$ cat config.mk
export PLATFORM = sky130hd
export DESIGN_NAME = line_pixel_rasterizer
export DESIGN_NICKNAME = d
export VERILOG_FILES = /design/src/hdl/lpr_pkg.sv /design/src/hdl/lpr_ctrl.sv /design/src/hdl/lpr_datapath.sv /design/src/hdl/line_pixel_rasterizer.sv
export SDC_FILE = /design/constraint.sdc
export NUM_CORES = 1
export LEC_CHECK = 0
export BUFFER_PORTS_ARGS = -buffer_cell sky130_fd_sc_hd__buf_2
export CAP_MARGIN = 20
export CORE_MARGIN = 2
export CORE_UTILIZATION = 50
export DETAILED_ROUTE_END_ITERATION = 7
export PLACE_DENSITY_LB_ADDON = 0.12
export SLEW_MARGIN = 10
export SYNTH_ARGS = -nofsm -noshare
export SYNTH_HDL_FRONTEND = slang
export SYNTH_HIERARCHICAL = 1
export SYNTH_SLANG_ARGS = --single-unit
$ cat constraint.sdc
create_clock -name clk -period 5.52 [get_ports clk]
set_input_delay 0.276 -clock clk [delete_from_list [all_inputs] [get_ports clk]]
set_output_delay 0.276 -clock clk [all_outputs]
set_load 0.05 [all_outputs]
$ cat src/hdl/lpr_pkg.sv
// shared types and constants of the line pixel rasterizer
package lpr_pkg;

  localparam int MAX_RESULTS = 64;
  localparam int CNT_W       = $clog2(MAX_RESULTS);
  localparam int COORD_W     = 7;
  localparam int IN_W        = 8;
  localparam int ERR_W       = 9;

  typedef logic [COORD_W-1:0] coord_t;

  typedef struct packed {
    logic load;
    logic step;
  } lpr_cmd_t;

  typedef struct packed {
    logic last;
  } lpr_sts_t;

endpackage

$ cat src/hdl/lpr_ctrl.sv
// controller state machine of the line walk
module lpr_ctrl import lpr_pkg::*; (
  input  logic     clk,
  input  logic     rst_n,
  input  logic     in_valid,
  output logic     in_stall,
  output logic     out_valid,
  input  logic     out_stall,
  input  lpr_sts_t sts,
  output lpr_cmd_t cmd
);

  localparam logic S_IDLE = 1'b0;
  localparam logic S_EMIT = 1'b1;

  logic state_r;
  logic state_nxt;
  logic take;

  assign out_valid = (state_r == S_EMIT);
  assign in_stall  = !((state_r == S_IDLE) || (!out_stall && sts.last));
  assign take      = in_valid && !in_stall;

  always_comb begin
    state_nxt = state_r;
    cmd.load  = 1'b0;
    cmd.step  = 1'b0;
    unique case (state_r)
      S_IDLE: begin
        if (take) begin
          cmd.load  = 1'b1;
          state_nxt = S_EMIT;
        end
      end
      S_EMIT: begin
        if (!out_stall) begin
          if (sts.last) begin
            if (take) begin
              cmd.load = 1'b1;
            end else begin
              state_nxt = S_IDLE;
            end
          end else begin
            cmd.step = 1'b1;
          end
        end
      end
      default: state_nxt = S_IDLE;
    endcase
  end

  always_ff @(posedge clk) begin
    if (!rst_n) begin
      state_r <= S_IDLE;
    end else begin
      state_r <= state_nxt;
    end
  end

endmodule

$ cat src/hdl/lpr_datapath.sv
// datapath of the line walk: range check, walk registers and error term
module lpr_datapath import lpr_pkg::*; #(
  parameter int IMG_SIZE = 64
) (
  input  logic            clk,
  input  logic [IN_W-1:0] start_x,
  input  logic [IN_W-1:0] start_y,
  input  logic [IN_W-1:0] end_x,
  input  logic [IN_W-1:0] end_y,
  input  lpr_cmd_t        cmd,
  output lpr_sts_t        sts,
  output coord_t          pixel_x,
  output coord_t          pixel_y,
  output logic            last_pixel,
  output logic            rejected
);

  localparam logic [IN_W-1:0] IMG_LIM = IN_W'(IMG_SIZE);
  localparam logic [CNT_W-1:0] CNT_LAST = CNT_W'(MAX_RESULTS - 1);

  coord_t                  cur_x_r, cur_y_r, goal_x_r, goal_y_r, span_x_r, span_y_r;
  logic                    step_x_neg_r, step_y_neg_r, rej_r;
  logic signed [ERR_W-1:0] err_r;
  logic [CNT_W-1:0]        cnt_r;

  logic                    in_ok;
  coord_t                  ax, ay, bx, by, dx, dy;
  logic signed [ERR_W:0]   e2, neg_dy, dx_w, err_w;
  logic                    step_x, step_y, at_goal;

  function automatic logic in_rng(input logic [IN_W-1:0] v);
    return !v[IN_W-1] && ({1'b0, v[COORD_W-1:0]} < IMG_LIM);
  endfunction

  always_comb begin
    in_ok = in_rng(start_x) && in_rng(start_y) && in_rng(end_x) && in_rng(end_y);
    ax = start_x[COORD_W-1:0];
    ay = start_y[COORD_W-1:0];
    bx = end_x[COORD_W-1:0];
    by = end_y[COORD_W-1:0];
    dx = (bx > ax) ? bx - ax : ax - bx;
    dy = (by > ay) ? by - ay : ay - by;
  end

  always_comb begin
    e2     = {err_r, 1'b0};
    dx_w   = $signed({3'b000, span_x_r});
    neg_dy = -$signed({3'b000, span_y_r});
    step_x = e2 > neg_dy;
    step_y = e2 < dx_w;
    err_w  = {err_r[ERR_W-1], err_r};
    if (step_x) err_w = err_w + neg_dy;
    if (step_y) err_w = err_w + dx_w;
  end

  assign at_goal    = (cur_x_r == goal_x_r) && (cur_y_r == goal_y_r);
  assign sts.last   = rej_r || at_goal || (cnt_r == CNT_LAST);
  assign pixel_x    = cur_x_r;
  assign pixel_y    = cur_y_r;
  assign last_pixel = sts.last;
  assign rejected   = rej_r;

  always_ff @(posedge clk) begin
    if (cmd.load) begin
      cnt_r <= '0;
      if (in_ok) begin
        rej_r        <= 1'b0;
        cur_x_r      <= ax;
        cur_y_r      <= ay;
        goal_x_r     <= bx;
        goal_y_r     <= by;
        span_x_r     <= dx;
        span_y_r     <= dy;
        step_x_neg_r <= !(ax < bx);
        step_y_neg_r <= !(ay < by);
        err_r        <= $signed({2'b00, dx}) - $signed({2'b00, dy});
      end else begin
        rej_r   <= 1'b1;
        cur_x_r <= '0;
        cur_y_r <= '0;
      end
    end else if (cmd.step) begin
      cnt_r <= cnt_r + 1'b1;
      err_r <= err_w[ERR_W-1:0];
      if (step_x) cur_x_r <= step_x_neg_r ? cur_x_r - 1'b1 : cur_x_r + 1'b1;
      if (step_y) cur_y_r <= step_y_neg_r ? cur_y_r - 1'b1 : cur_y_r + 1'b1;
    end
  end

endmodule

$ cat src/hdl/line_pixel_rasterizer.sv
// line pixel rasterizer top level
// the first pixel is shown in the cycle after the segment transfer
// one pixel per cycle from the walk registers while out_stall is low; a segment gives
//   max(|dx|,|dy|)+1 pixels (at most 64), a rejected segment one result
// the next segment is taken in the cycle of the last pixel transfer
// reset: synchronous active-low rst_n returns the controller to idle
module line_pixel_rasterizer import lpr_pkg::*; #(
  parameter int IMG_SIZE = 64
) (
  input  logic            clk,
  input  logic            rst_n,
  input  logic            in_valid,
  output logic            in_stall,
  input  logic [IN_W-1:0] in_start_x,
  input  logic [IN_W-1:0] in_start_y,
  input  logic [IN_W-1:0] in_end_x,
  input  logic [IN_W-1:0] in_end_y,
  output logic            out_valid,
  input  logic            out_stall,
  output coord_t          out_pixel_x,
  output coord_t          out_pixel_y,
  output logic            out_last_pixel,
  output logic            out_rejected
);

  lpr_cmd_t cmd;
  lpr_sts_t sts;

  lpr_ctrl u_ctrl (
    .clk       (clk),
    .rst_n     (rst_n),
    .in_valid  (in_valid),
    .in_stall  (in_stall),
    .out_valid (out_valid),
    .out_stall (out_stall),
    .sts       (sts),
    .cmd       (cmd)
  );

  lpr_datapath #(
    .IMG_SIZE (IMG_SIZE)
  ) u_datapath (
    .clk        (clk),
    .start_x    (in_start_x),
    .start_y    (in_start_y),
    .end_x      (in_end_x),
    .end_y      (in_end_y),
    .cmd        (cmd),
    .sts        (sts),
    .pixel_x    (out_pixel_x),
    .pixel_y    (out_pixel_y),
    .last_pixel (out_last_pixel),
    .rejected   (out_rejected)
  );

`ifndef SYNTHESIS
  a_in_only_after_last: assert property (@(posedge clk) disable iff (!rst_n)
    (in_valid && !in_stall) |-> (!out_valid || (!out_stall && out_last_pixel)))
    else $error("segment transfer while walk unfinished");

  a_reject_shape: assert property (@(posedge clk) disable iff (!rst_n)
    (out_valid && out_rejected) |->
      (out_last_pixel && out_pixel_x == '0 && out_pixel_y == '0))
    else $error("malformed rejected result");

  a_walk_continues: assert property (@(posedge clk) disable iff (!rst_n)
    (out_valid && !out_stall && !out_last_pixel) |=> out_valid)
    else $error("walk stopped before last pixel");

  a_idle_after_last: assert property (@(posedge clk) disable iff (!rst_n)
    (out_valid && !out_stall && out_last_pixel && !in_valid) |=> !out_valid)
    else $error("result without segment transfer");
`endif

endmodule

## Word level (Yosys, flattened, before mapping)

Index checks and enable logic that the tools add are counted.

| word-level totals | value |
|---|---|
| word-level logic and storage cells | 95 |
| output and inout port bits | 18 |
| input bits | 36 |
| bits in registers | 61 |

| cells by class | value |
|---|---|
| reductions and logical operators | 28 |
| bitwise operators | 1 |
| magnitude comparators | 10 |
| mux-type cells | 27 |
| $add $sub $neg | 13 |
| equality and inequality tests | 4 |

Operators by type and width:

| operator | count |
|---|---|
| $mux 7 | 12 |
| $mux 9 | 5 |
| $lt 7x7->1 const B | 4 |
| $sub 7x7->7 | 4 |
| $add 7x1->7 const B | 2 |
| $eq 7x7->1 | 2 |
| $gt 7x7->1 | 2 |
| $lt 7x7->1 | 2 |
| $sub 7x1->7 const B | 2 |
| $gt 10x10->1 | 1 |
| $logic_and 1x1->1 | 10 |
| $lt 10x8->1 | 1 |
| $neg 7->10 | 1 |
| $add 9x8->9 | 1 |
| $add 9x9->9 | 1 |
| $logic_not 1->1 | 8 |
| $reduce_and 2->1 | 4 |
| $sub 7x7->8 | 1 |
| $mux 1 | 7 |
| $add 6x1->6 const B | 1 |
| $eq 6x6->1 const B | 1 |
| $reduce_bool 2->1 | 3 |
| $pmux 1 s2 | 2 |
| $logic_or 1x1->1 | 3 |
| 3 further kinds | 3 |

## Depth between registers and ports, before layout

| logic depth | value |
|---|---|
| depth in word-level cells | 13 |
| gate-level depth with buffers | 21 |

## By module

Netlist, hierarchy kept.

Modules (own cells, without submodules):

| module | cells an instance | area each (um2) | times used |
|---|---|---|---|
| lpr_datapath | 596 | 5,626.6 | 1 |
| lpr_ctrl | 9 | 63.8 | 1 |

## Worst setup path before layout

No wires, ideal clock.

| path | value |
|---|---|
| path type | register to register |
| start | reg u_datapath.cur_y_r[1], in the netlist u_datapath/pixel_y[1] |
| end | reg u_datapath.err_r[0] (enable) |
| buffers on the path | 2 |
| path slack | 0.154 ns |
| cell stages (with the launch flop) | 12 |
| library setup time | 0.332 ns |
| arrival time | 5.035 ns |
| period minus slack after synthesis | 5.366 ns |
| cell sequence | edfxtp_1 -> xor2_1 -> nor4_1 -> nand3_1 -> o21ai_0 -> buf_4 -> nand2b_1 -> a21oi_1 -> clkbuf_1 -> clkinv_1 -> nor2_1 -> a21o_1 |

RTL lines:

| item | line | source |
|---|---|---|
| start, declared | lpr_datapath.sv:21 | `coord_t cur_x_r, cur_y_r, goal_x_r, goal_y_r, span_x_r, span_y_r;` |
| start signal, assigned | lpr_datapath.sv:69 | `cur_y_r <= ay;` |
| start signal, assigned | lpr_datapath.sv:86 | `if (step_y) cur_y_r <= step_y_neg_r ? cur_y_r - 1'b1 : cur_y_r + 1'b1;` |
| end signal, assigned | lpr_datapath.sv:76 | `err_r <= $signed({2'b00, dx}) - $signed({2'b00, dy});` |
| end signal, assigned | lpr_datapath.sv:84 | `err_r <= err_w[ERR_W-1:0];` |
| end, declared | lpr_datapath.sv:23 | `logic signed [ERR_W-1:0] err_r;` |

## Final worst setup path

| path | value |
|---|---|
| start | reg u_datapath.span_y_r[0] |
| end | reg u_datapath.err_r[8] (data pin) |

| on the way | value |
|---|---|
| longest elaborated chain between the ends | 7 |
| elaborated cells on any way between the ends | 8 |
| classes of those cells | add/sub: 3; order compare: 1; mux: 4 |

Ends and longest elaborated chain:

| item | line | source |
|---|---|---|
| start, declared | lpr_datapath.sv:21 |  |
| start signal, assigned | lpr_datapath.sv:73 | `span_y_r <= dy;` |
| $neg 7->10 * | lpr_datapath.sv:48 | `neg_dy = -$signed({3'b000, span_y_r});` |
| $add 9x9->9 / $gt 10x10->1 (equally long branches) | lpr_datapath.sv:52, lpr_datapath.sv:49 |  |
| $mux 9 * | lpr_datapath.sv:52 | `if (step_x) err_w = err_w + neg_dy;` |
| $add 9x8->9 | lpr_datapath.sv:53 | `if (step_y) err_w = err_w + dx_w;` |
| $mux 9 * | lpr_datapath.sv:53 |  |
| $mux 9 * | lpr_datapath.sv:82 | `end else if (cmd.step) begin` |
| $mux 9 * | lpr_datapath.sv:64 | `if (cmd.load) begin` |

Mark *: on every way between the ends. The rest lies on a longest branch, timed or not. The select of a mux whose other input is x is not followed.
A chain may end at the register's enable or synchronous reset.

==> PnR_summary.wiki <==
{| class="wikitable"
! Metric !! Value
|-
| Power consumption || 1.540 mW
|-
| Int Power || 1.027 mW
|-
| Routed via count divided by cell count || 5.730
|-
| Count of state elements after synthesis || 61
|-
| Largest fanout on the critical path || 7
|-
| Layout filler cell count || 981
|-
| Relative slew slack || 0.6002
|-
| Number of placed cells counting well taps || 789
|-
| Sequential cell area fraction in the yosys report || 0.3096
|-
| Clock tree from TritonCTS || done
|-
| Iter 0 DRT Violations || 289
|-
| Worst-case clock buffer depth || 2
|-
| Kind of critical path || reg2reg
|-
| Vias after detailed routing || 4613
|-
| Main synth FF type || sky130_fd_sc_hd__edfxtp_1
|-
| Startpoint class of the critical path || register
|-
| Worst IR Drop VDD || 0.1790 mV
|-
| Setup TNS || 0 ns
|-
| Core Region || 0.01098 sq mm
|-
| Cts hold-fix bufs || 0
|-
| Warnings, synthesis || 6
|-
| Routed len/inst || 16.87 um
|-
| Via count of the first global-routing pass || 4535
|-
| Switching power || 512.4 uW
|-
| Number of enable-type register cells in the synthesized netlist || 54
|-
| Clock root buffer || sky130_fd_sc_hd__clkbuf_16
|-
| Final Slew Violations || 0
|-
| First-pass GRT wire length || 22380 um
|-
| Sum of net half-perimeters after detailed placement || 10730 um
|-
| Arrival time reported for the critical path endpoint || 5.04 ns
|-
| Maximum clock skew at final layout || 0.007482 ns
|-
| Top cell type by total area after synthesis || sky130_fd_sc_hd__edfxtp_1
|-
| Synth cell types || 70
|-
| Endpoint class of the critical path || register
|-
| Fraction of power spent switching nets || 0.3328
|-
| CTS Buf Count || 9
|-
| Leakage power || 2.904 nW
|-
| Register-to-register setup slack || 0.55 ns
|-
| Antenna Diode Count || 0
|-
| Start of the worst register-to-register path || u_datapath/span_y_r[0]
|-
| Cells taking the most area after synthesis || sky130_fd_sc_hd__edfxtp_1, sky130_fd_sc_hd__ha_1, sky130_fd_sc_hd__inv_1
|-
| Die Footprint || 0.01225 sq mm
|-
| CTS resizes || 0
|-
| Fraction of synthesis flops using an asynchronous set or reset pin || 0
|-
| Number of nets at the end of the flow || 782
|-
| Total routing usage reported by global routing || 0.2243
|-
| Unrepaired setup endpoints after global routing || false
|-
| Placement Rows || 38
|-
| Endpoint of the most critical setup path || u_datapath/err_r[8]
|-
| Mean Syn Cell Area || 9.406 sq um
|-
| Setup repair bufs after CTS || 0
|-
| Maximum number of pins on one net before global-route repair || 45
|-
| Total grt overflow || 0
|-
| Syn_nets || 727
|-
| Minimum clock period || 4.973 ns
|-
| Worst Path Required || 5.58 ns
|-
| Worst setup path start || u_datapath/span_y_r[0]
|-
| Die extent in x || 110.7 um
|-
| Gate Count Post-Synth || 605
|-
| Insertion delay to the later sink of the worst-skew pair || 0.33 ns
|-
| Number of buffers added on ports || 53
|-
| Logic depth of the worst register-to-register path || 21
|-
| Final core area utilization || 0.5809
|-
| Final hold violations || 0
|-
| CTS H-Tree Depth || 3
|-
| Non-filler cells in the finished layout || 805
|-
| Fraction of final layout cells sized beyond drive strength 1 || 0.1398
|-
| Overall routed net length || 13580 um
|-
| Initial antenna violation count || 0
|-
| Detailed-routing iteration count for the pre-antenna-repair pass || 4
|-
| Power Density || 241.4 mW/mm^2
|-
| Top achievable clock speed || 201.1 MHz
|-
| Sequential Power Share || 0.356
|-
| Share of the synthesized area in the top cell type || 0.2850
|-
| Starting utilization of the core area || 0.5181
|-
| HP Class || in2reg
|-
| Remaining antenna violation count || 0
|-
| Final routed DRC violation total || 0
|-
| Terminus of the critical flop-to-flop path || u_datapath/err_r[8]
|-
| GPL Wtd Cong || 0.9342
|-
| Final number of setup-violating endpoints || 0
|-
| Worst Max-Slew Pin Slew || 0.5983 ns
|-
| Floorplan die height || 110.7 um
|-
| Synthesized cell area || 0.005690 sq mm
|-
| Clock power share || 0.328
|-
| Final cycle utilization of the critical path || 0.9009
|-
| Max-cap violations || 0
|-
| Result of the run || finished, final reports clean
|-
| Clock transition at the registers of the reported paths || 0.05 ns
|-
| Gate power share || 0.316
|-
| Boundary Pins || 54
|-
| Sink count of the clock tree || 61
|-
| Area growth syn-to-layout || 12.12%
|}
## worst min-delay path by stage
stage	start	to	slack, ns	depth (start not counted)
after CTS	in_end_y[4]	u_datapath/goal_y_r[4]	0.15	1
after floorplan	in_end_x[0]	u_datapath/goal_x_r[0]	0.37	0
after global routing	in_end_x[0]	u_datapath/goal_x_r[0]	0.15	1
after global placement	u_datapath/cnt_r[5]	u_datapath/cnt_r[5]	0.47	2
after detailed placement	u_datapath/cnt_r[5]	u_datapath/cnt_r[5]	0.48	2
final	in_end_y[4]	u_datapath/goal_y_r[4]	0.16	1
## cell usage after synthesis (9+ instances only)
library cell                n
sky130_fd_sc_hd__o22ai_1   14
sky130_fd_sc_hd__xnor2_1   28
sky130_fd_sc_hd__mux2i_1   15
sky130_fd_sc_hd__xor2_1    28
sky130_fd_sc_hd__nor4_1     9
sky130_fd_sc_hd__edfxtp_1  54
sky130_fd_sc_hd__nor2_1    18
sky130_fd_sc_hd__inv_1     80
sky130_fd_sc_hd__ha_1      77
sky130_fd_sc_hd__nand2_1   48
sky130_fd_sc_hd__fa_1       9
sky130_fd_sc_hd__a21oi_1   38
sky130_fd_sc_hd__nand3_1   11
sky130_fd_sc_hd__a21o_1    18
sky130_fd_sc_hd__o21ai_0   32
## area by class of cell
class / instances / area, sq um / area share
clock buffer: 10 / 229.0 / 0.03589
timing repair buffer: 56 / 287.8 / 0.04511
clock inverter: 6 / 38.79 / 0.006080
sequential: 61 / 1762 / 0.2761
tap: 140 / 175.2 / 0.02746
inverter: 81 / 304.0 / 0.04766
multi-input combinational: 451 / 3583 / 0.5617
## cell families (layout without fill, tap and decap cells)
kind of cell             Yosys count  in the layout  share of synthesized area
AO/OA/AOI/OAI                    158            158                     0.1871
AND/OR/NAND/NOR                  131            131                     0.1157
buffers and inverters             93            153                    0.06310
adder cells (fa/ha/maj)           86             86                     0.2010
flip-flops                        61             61                     0.3096
XOR/XNOR                          56             56                    0.08619
multiplexers                      20             20                    0.03738
## registers in the layout, indices dropped and copies added, names as in the netlist, 6 cells and up
| name | flops |
|---|---|
| u_datapath/cnt_r | 6 |
| u_datapath/err_r | 9 |
| u_datapath/goal_x_r | 7 |
| u_datapath/goal_y_r | 7 |
| u_datapath/pixel_x | 7 |
| u_datapath/pixel_y | 7 |
| u_datapath/span_x_r | 7 |
| u_datapath/span_y_r | 7 |
## power by group through the flow
stage | Sequential, mW | Combinational [mW] | Clock (mW)
6_report | 0.548 | 0.487 | 0.505
5_1_grt | 0.550 | 0.539 | 0.533
4_1_cts | 0.548 | 0.482 | 0.522
3_5_place_dp | 0.557 | 0.476 | 0
3_3_place_gp | 0.557 | 0.466 | 0
2_1_floorplan | 0.596 | 0.317 | 0
## layer usage
| layer | wire [um] | share of wire | track usage | vias up |
|---|---|---|---|---|
| met5 | 0 | 0 | 0 | - |
| li1 | - | - | - | 2286 |
| met3 | 578 | 0.043 | 0.03827 | 17 |
| met4 | 208 | 0.015 | 0.06667 | 0 |
| met1 | 6485 | 0.48 | 0.3029 | 2182 |
| met2 | 6311 | 0.46 | 0.3706 | 128 |
## cells in the final DEF (no fill, tap or decap), types with 5 or more instances in the layout
| cell | instances |
|---|---|
| sky130_fd_sc_hd__nor4_1 | 9 |
| sky130_fd_sc_hd__o22ai_1 | 14 |
| sky130_fd_sc_hd__nor2_1 | 17 |
| sky130_fd_sc_hd__fa_1 | 9 |
| sky130_fd_sc_hd__and2_1 | 5 |
| sky130_fd_sc_hd__buf_2 | 53 |
| sky130_fd_sc_hd__nand2_1 | 48 |
| sky130_fd_sc_hd__xnor2_1 | 28 |
| sky130_fd_sc_hd__dfxtp_1 | 7 |
| sky130_fd_sc_hd__clkbuf_16 | 9 |
| sky130_fd_sc_hd__nor2b_1 | 5 |
| sky130_fd_sc_hd__o21a_1 | 6 |
| sky130_fd_sc_hd__ha_1 | 77 |
| sky130_fd_sc_hd__inv_1 | 80 |
| sky130_fd_sc_hd__xor2_1 | 28 |
| sky130_fd_sc_hd__nand2b_1 | 7 |
| sky130_fd_sc_hd__a21o_1 | 18 |
| sky130_fd_sc_hd__o21ai_0 | 32 |
| sky130_fd_sc_hd__o21bai_1 | 5 |
| sky130_fd_sc_hd__nand4_1 | 6 |
| sky130_fd_sc_hd__mux2i_1 | 15 |
| sky130_fd_sc_hd__edfxtp_1 | 54 |
| sky130_fd_sc_hd__nand3_1 | 11 |
| sky130_fd_sc_hd__a21oi_1 | 37 |
| sky130_fd_sc_hd__a211oi_1 | 5 |
## through the flow
step                instance area (sq um)  setup slack (ns)  hold WS (ns)
floorplan                            5690            0.1537        0.3749
global placement                     6112            0.8817        0.4654
detailed placement                   6112            0.6373        0.4836
CTS                                  6380            0.6221        0.1464
global route                         6380            0.2906        0.1532
finish                               6380            0.5473        0.1587
## critical path, cell delays in order, from the launching register on
cell and delay [ns]:
sky130_fd_sc_hd__edfxtp_1 0.42, sky130_fd_sc_hd__inv_1 0.13, sky130_fd_sc_hd__ha_1 0.23, sky130_fd_sc_hd__nand3b_1 0.12, sky130_fd_sc_hd__or3_1 0.37, sky130_fd_sc_hd__and2_1 0.19
sky130_fd_sc_hd__inv_1 0.05, sky130_fd_sc_hd__ha_1 0.14, sky130_fd_sc_hd__nand4_1 0.11, sky130_fd_sc_hd__nor3_2 0.31, sky130_fd_sc_hd__a32o_1 0.40, sky130_fd_sc_hd__nor2_4 0.10
sky130_fd_sc_hd__mux2_4 0.32, sky130_fd_sc_hd__ha_1 0.21, sky130_fd_sc_hd__fa_1 0.42, sky130_fd_sc_hd__a211oi_1 0.24, sky130_fd_sc_hd__nor2_1 0.07, sky130_fd_sc_hd__o21a_1 0.18
sky130_fd_sc_hd__o21a_1 0.18, sky130_fd_sc_hd__o21ai_0 0.25, sky130_fd_sc_hd__or3_1 0.18, sky130_fd_sc_hd__o221ai_2 0.08
(Power assumes the default switching activity.)
